<file path="src/rtl/core/grsm_pkg.sv">
`timescale 1ns / 1ps
// ----------------------------------------------------------------------------
// grsm_pkg
// Shared types, sizes and helpers for the gated residual slot mixer.
// ----------------------------------------------------------------------------
package grsm_pkg;

   localparam int N_SLOTS     = 4;
   localparam int DIM         = 256;
   localparam int GATE_REGS   = 4;

   localparam int DATA_W      = 16;
   localparam int IDX_W       = 8;
   localparam int CSR_IDX_W   = 3;
   localparam int FRAC_SHIFT  = 12;
   localparam int MUL_W       = 2 * DATA_W;
   localparam int PROD_W      = MUL_W - FRAC_SHIFT;
   localparam int ACC_W       = PROD_W + 4;

   localparam int STORE_DEPTH = N_SLOTS * DIM;
   localparam int ADDR_W      = (STORE_DEPTH > 1) ? $clog2(STORE_DEPTH) : 1;
   localparam int SLOT_W      = (N_SLOTS > 1) ? $clog2(N_SLOTS) : 1;
   localparam int GSEL_W      = $clog2(GATE_REGS);

   // Q12.20 product plus half an LSB of Q8.8
   localparam logic signed [MUL_W-1:0] ROUND_BIAS = MUL_W'(1 << (FRAC_SHIFT - 1));

   // Register map: read gates first, then write gates
   localparam logic [CSR_IDX_W-1:0] CSR_READ_GATE_0  = CSR_IDX_W'(0);
   localparam logic [CSR_IDX_W-1:0] CSR_WRITE_GATE_0 = CSR_IDX_W'(GATE_REGS);

   typedef logic signed [DATA_W-1:0] data_type;
   typedef logic signed [PROD_W-1:0] prod_type;
   typedef logic signed [ACC_W-1:0]  acc_type;

   typedef enum logic {
      OP_READ  = 1'b0,
      OP_WRITE = 1'b1
   } opcode_type;

   // Clamp a wide signed sum to the 16-bit Q8.8 range
   function automatic data_type sat16(input acc_type v);
      data_type r;
      if ((&v[ACC_W-1:DATA_W-1]) || !(|v[ACC_W-1:DATA_W-1])) begin
         r = v[DATA_W-1:0];
      end else if (v[ACC_W-1]) begin
         r = {1'b1, {(DATA_W-1){1'b0}}};
      end else begin
         r = {1'b0, {(DATA_W-1){1'b1}}};
      end
      return r;
   endfunction

endpackage

</file>
<file path="src/rtl/core/grsm_mul.sv">
`timescale 1ns / 1ps
// ----------------------------------------------------------------------------
// grsm_mul
// Shared Q8.8 x Q4.12 multiplier: registered product, rounded back to Q12.8.
// ----------------------------------------------------------------------------
module grsm_mul (
   input  logic               clock,
   input  grsm_pkg::data_type a,
   input  grsm_pkg::data_type b,
   output grsm_pkg::prod_type rnd
);
   import grsm_pkg::*;

   logic signed [MUL_W-1:0] prod_ff;
   logic signed [MUL_W-1:0] prod_in;
   logic signed [MUL_W-1:0] biased;

   assign prod_in = a * b;

   always_ff @(posedge clock) begin
      prod_ff <= prod_in;
   end

   // round half up, then floor shift back to Q12.8
   assign biased = prod_ff + ROUND_BIAS;
   assign rnd    = biased[FRAC_SHIFT +: PROD_W];

endmodule

</file>
<file path="config.mk">
export PLATFORM = sky130hd
export DESIGN_NAME = grsm_mul
export DESIGN_NICKNAME = d
export VERILOG_FILES = /design/src/rtl/core/grsm_pkg.sv /design/src/rtl/core/grsm_mul.sv
export SDC_FILE = /design/constraint.sdc
export NUM_CORES = 1
export LEC_CHECK = 0
export CAP_MARGIN = 0
export CORE_ASPECT_RATIO = 1.75
export CORE_UTILIZATION = 50
export DETAILED_ROUTE_END_ITERATION = 12
export DONT_BUFFER_PORTS = 1
export HOLD_SLACK_MARGIN = 0.15
export SYNTH_ARGS = -nofsm -noshare
export SYNTH_HDL_FRONTEND = slang
export SYNTH_SLANG_ARGS = --single-unit
</file>
<file path="constraint.sdc">
create_clock -name clock -period 18.7 [get_ports clock]
set_clock_uncertainty 0.2 [all_clocks]
set_input_delay 5.61 -clock clock [delete_from_list [all_inputs] [get_ports clock]]
set_output_delay 5.61 -clock clock [all_outputs]
set_load 0.005 [all_outputs]
</file>
==> key figures <==
Synthesis
  • Seq/Total Area, Yosys: 0.0407
  • Instance count of the mapped netlist: 1,135
  • Synth cell count leaders: 311 x sky130_fd_sc_hd__inv_1, 261 x sky130_fd_sc_hd__fa_1, 135 x sky130_fd_sc_hd__nand2_1
  • Post-synthesis sequential element count: 21
  • Count of flip-flops with a built-in enable after synthesis: 0
  • Mapped Avg Cell Area: 9.10 um^2
  • Leading area contributor after synthesis: sky130_fd_sc_hd__fa_1
  • Yosys top cell area share: 0.506
  • Main flop type after synthesis: sky130_fd_sc_hd__dfxtp_1
  • Cells taking the most area after synthesis: sky130_fd_sc_hd__fa_1 51%, sky130_fd_sc_hd__inv_1 11%, sky130_fd_sc_hd__ha_1 9.7%, sky130_fd_sc_hd__and2_1 7.3%, sky130_fd_sc_hd__nand2_1 4.9%
  • Post-Syn Area: 0.0103 mm^2
  • Number of library cell types mapped by synthesis: 37
  • Warning count from the yosys run: 0
  • Total nets after synthesis: 1,509
  • Most frequent cell after synthesis: sky130_fd_sc_hd__inv_1
  • Proportion of synthesized flip-flops having asynchronous set or reset: 0

GRT
  • Pin count of the biggest net entering global routing: 17
  • First-pass GRT wire length: 41.8 mm
  • Residual overflow from global routing: 0
  • Vias in the first global route: 8,349
  • GRT Util Overall: 0.262
  • Antenna violations before repair: 0

Cells and area
  • Share of layout cells above drive strength 1: 0.00723
  • Net count reported at finish: 1,481
  • Reg with most FFs: prod_ff
  • Area growth from synthesis to layout: 2.57%
  • Number of flip-flops under the largest register name: 21
  • Largest registers: prod_ff x21
  • Number of inserted diodes: 0

Clocking
  • CTS tree: built
  • Clk Tree Root Cell: sky130_fd_sc_hd__clkbuf_16
  • Resized cells post-CTS: 0
  • Buffer depth of the longest clock path: 2
  • Number of sinks driven by the clock tree: 21
  • Setup repair bufs after CTS: 0
  • Clock input transition at the sequential cells of the worst setup and hold paths: 0.05 ns
  • Number of hold-repair buffers added at the cts stage: 0
  • H-tree levels: 1
  • Total clock buffers created by CTS: 3

Die
  • Initial core utilization: 0.509
  • Std-Cell Core Area: 0.0203 mm^2
  • Vertical die dimension: 192 um
  • # IOs: 53
  • Die Area: 0.0213 mm^2
  • Standard-cell rows: 69
  • Die W: 111 um

STA
  • Worst Tran Pin Value: 0.706 ns
  • Fin crit period: 11.61 ns
  • Upper clock frequency limit: 86.1 MHz
  • Accumulated negative setup slack: 0 ns
  • Setup-failing EPs final: 0
  • Final max-slew violation count: 0
  • Share of the clock period used by the worst path: 0.621
  • Final Hold Violating Endpoints: 0
  • Worst-case headroom to the max-slew limit: 0.527
  • Unrepaired setup endpoints after global routing: no

Route
  • DRC Markers: 0
  • Met2 routed WL: 15.1 mm
  • Mean number of vias per cell: 5.26
  • Routed wire length on met3: 574 um
  • Number of antenna-violating nets in the routed design: 0
  • Vias after detailed routing: 7,117
  • Highest metal used: met4
  • Routed WL per cell: 18.9 um
  • Total length of routed wires: 25.5 mm
  • Metal1 wirelength: 7.77 mm
  • Number of detailed-routing iterations run before antenna repair: 4
  • DRC marker count from the first detailed-route iteration: 218

Placed design
  • Dpl hpwl: 22.0 mm
  • Total of buffers placed on input and output ports: 0
  • RePlAce Congestion: 0.864

Hold path
  • Type of the tightest min-delay check: in -> reg
  • Hold_sp: b[0]
  • Hold Path Sink: prod_ff[13]
  • Worst hold path stage count: 5

Job
  • Max Cap Violations: 0

Critical path
  • Nature of the critical path endpoint: flop
  • Signal arrival time at the worst endpoint: 11.55 ns
  • Required time of the critical path: 18.64 ns
  • Worst Path Max Fanout: 16
  • Crit Path Class: in -> reg
  • Crit start category: input pin

Outcome
  • Outcome: complete, no violations
[worst max-delay path by stage]
stage                from     endpoint  slack, ns  cells past startpoint
floorplan           a[11]  prod_ff[29]       7.06                     20
global placement     b[1]  prod_ff[29]       6.91                     20
finish               b[1]  prod_ff[29]       7.09                     18
CTS                  b[1]  prod_ff[29]       7.09                     18
global route         b[1]  prod_ff[29]       6.88                     18
detailed placement   b[1]  prod_ff[29]       6.84                     18
[area by class of cell]
class	count	area, um^2
flip-flops and latches	21	420
clock inverters	1	5.00
clock buffers	3	75.1
well taps	248	310
multi-input cells	770	8620
inverters	311	1170
fillers	1963	9690
[critical path: stages]
cell	delay [ns]
sky130_fd_sc_hd__nand2_1	0.11
sky130_fd_sc_hd__inv_1	0.10
sky130_fd_sc_hd__fa_1	0.72
sky130_fd_sc_hd__inv_1	0.11
sky130_fd_sc_hd__fa_1	0.58
sky130_fd_sc_hd__fa_1	0.45
sky130_fd_sc_hd__fa_1	0.61
sky130_fd_sc_hd__fa_1	0.45
sky130_fd_sc_hd__fa_1	0.50
sky130_fd_sc_hd__inv_1	0.04
sky130_fd_sc_hd__ha_1	0.32
sky130_fd_sc_hd__nand2_1	0.11
sky130_fd_sc_hd__a311oi_2	0.33
sky130_fd_sc_hd__nor3_1	0.13
sky130_fd_sc_hd__or4_1	0.69
sky130_fd_sc_hd__a31oi_4	0.20
sky130_fd_sc_hd__mux2i_1	0.09
sky130_fd_sc_hd__a2111o_1	0.37
[per-stage QoR]
stage               hold WS [ns]   util  worst slack [ns]  instance area (um^2)  instances
detailed placement          5.81  0.518              6.84                 10500       1350
floorplan                   5.79      -              7.06                 10300       1135
CTS                         5.85  0.522              7.09                 10600       1354
finish                      5.85  0.522              7.09                 10600       1354
global placement            5.82  0.518              6.91                 10500       1350
global route                5.87  0.522              6.88                 10600       1354
[logic make-up after synthesis]
kind of cell	synth area share
compound gates	0.0288
buf+inv	0.125
xor+xnor	0.0382
simple gates	0.163
fa+ha+maj	0.603
mux	0.000969
flops	0.0407
[layout by cell type (no fill, tap or decap), drive strengths merged, types with 5 or more instances in the layout]
cell,instances
nand4,6
fa,261
nand3,17
o21a,7
o21ai,6
dfxtp,21
xnor2,34
inv,311
ha,80
nor3,9
nand2,135
nor2,32
a21oi,13
xor2,11
and2,120
nor2b,5
nand2b,6
[metal layers]
layer,GRT usage,up-vias
met3,0.0218,77
met2,0.548,141
met5,0,-
met1,0.232,3701
met4,0.170,0
li1,-,3198
Power is left out: the tool's default activity adds up to more than one toggle a clock period on the data nets, which glitch-free logic cannot reach.
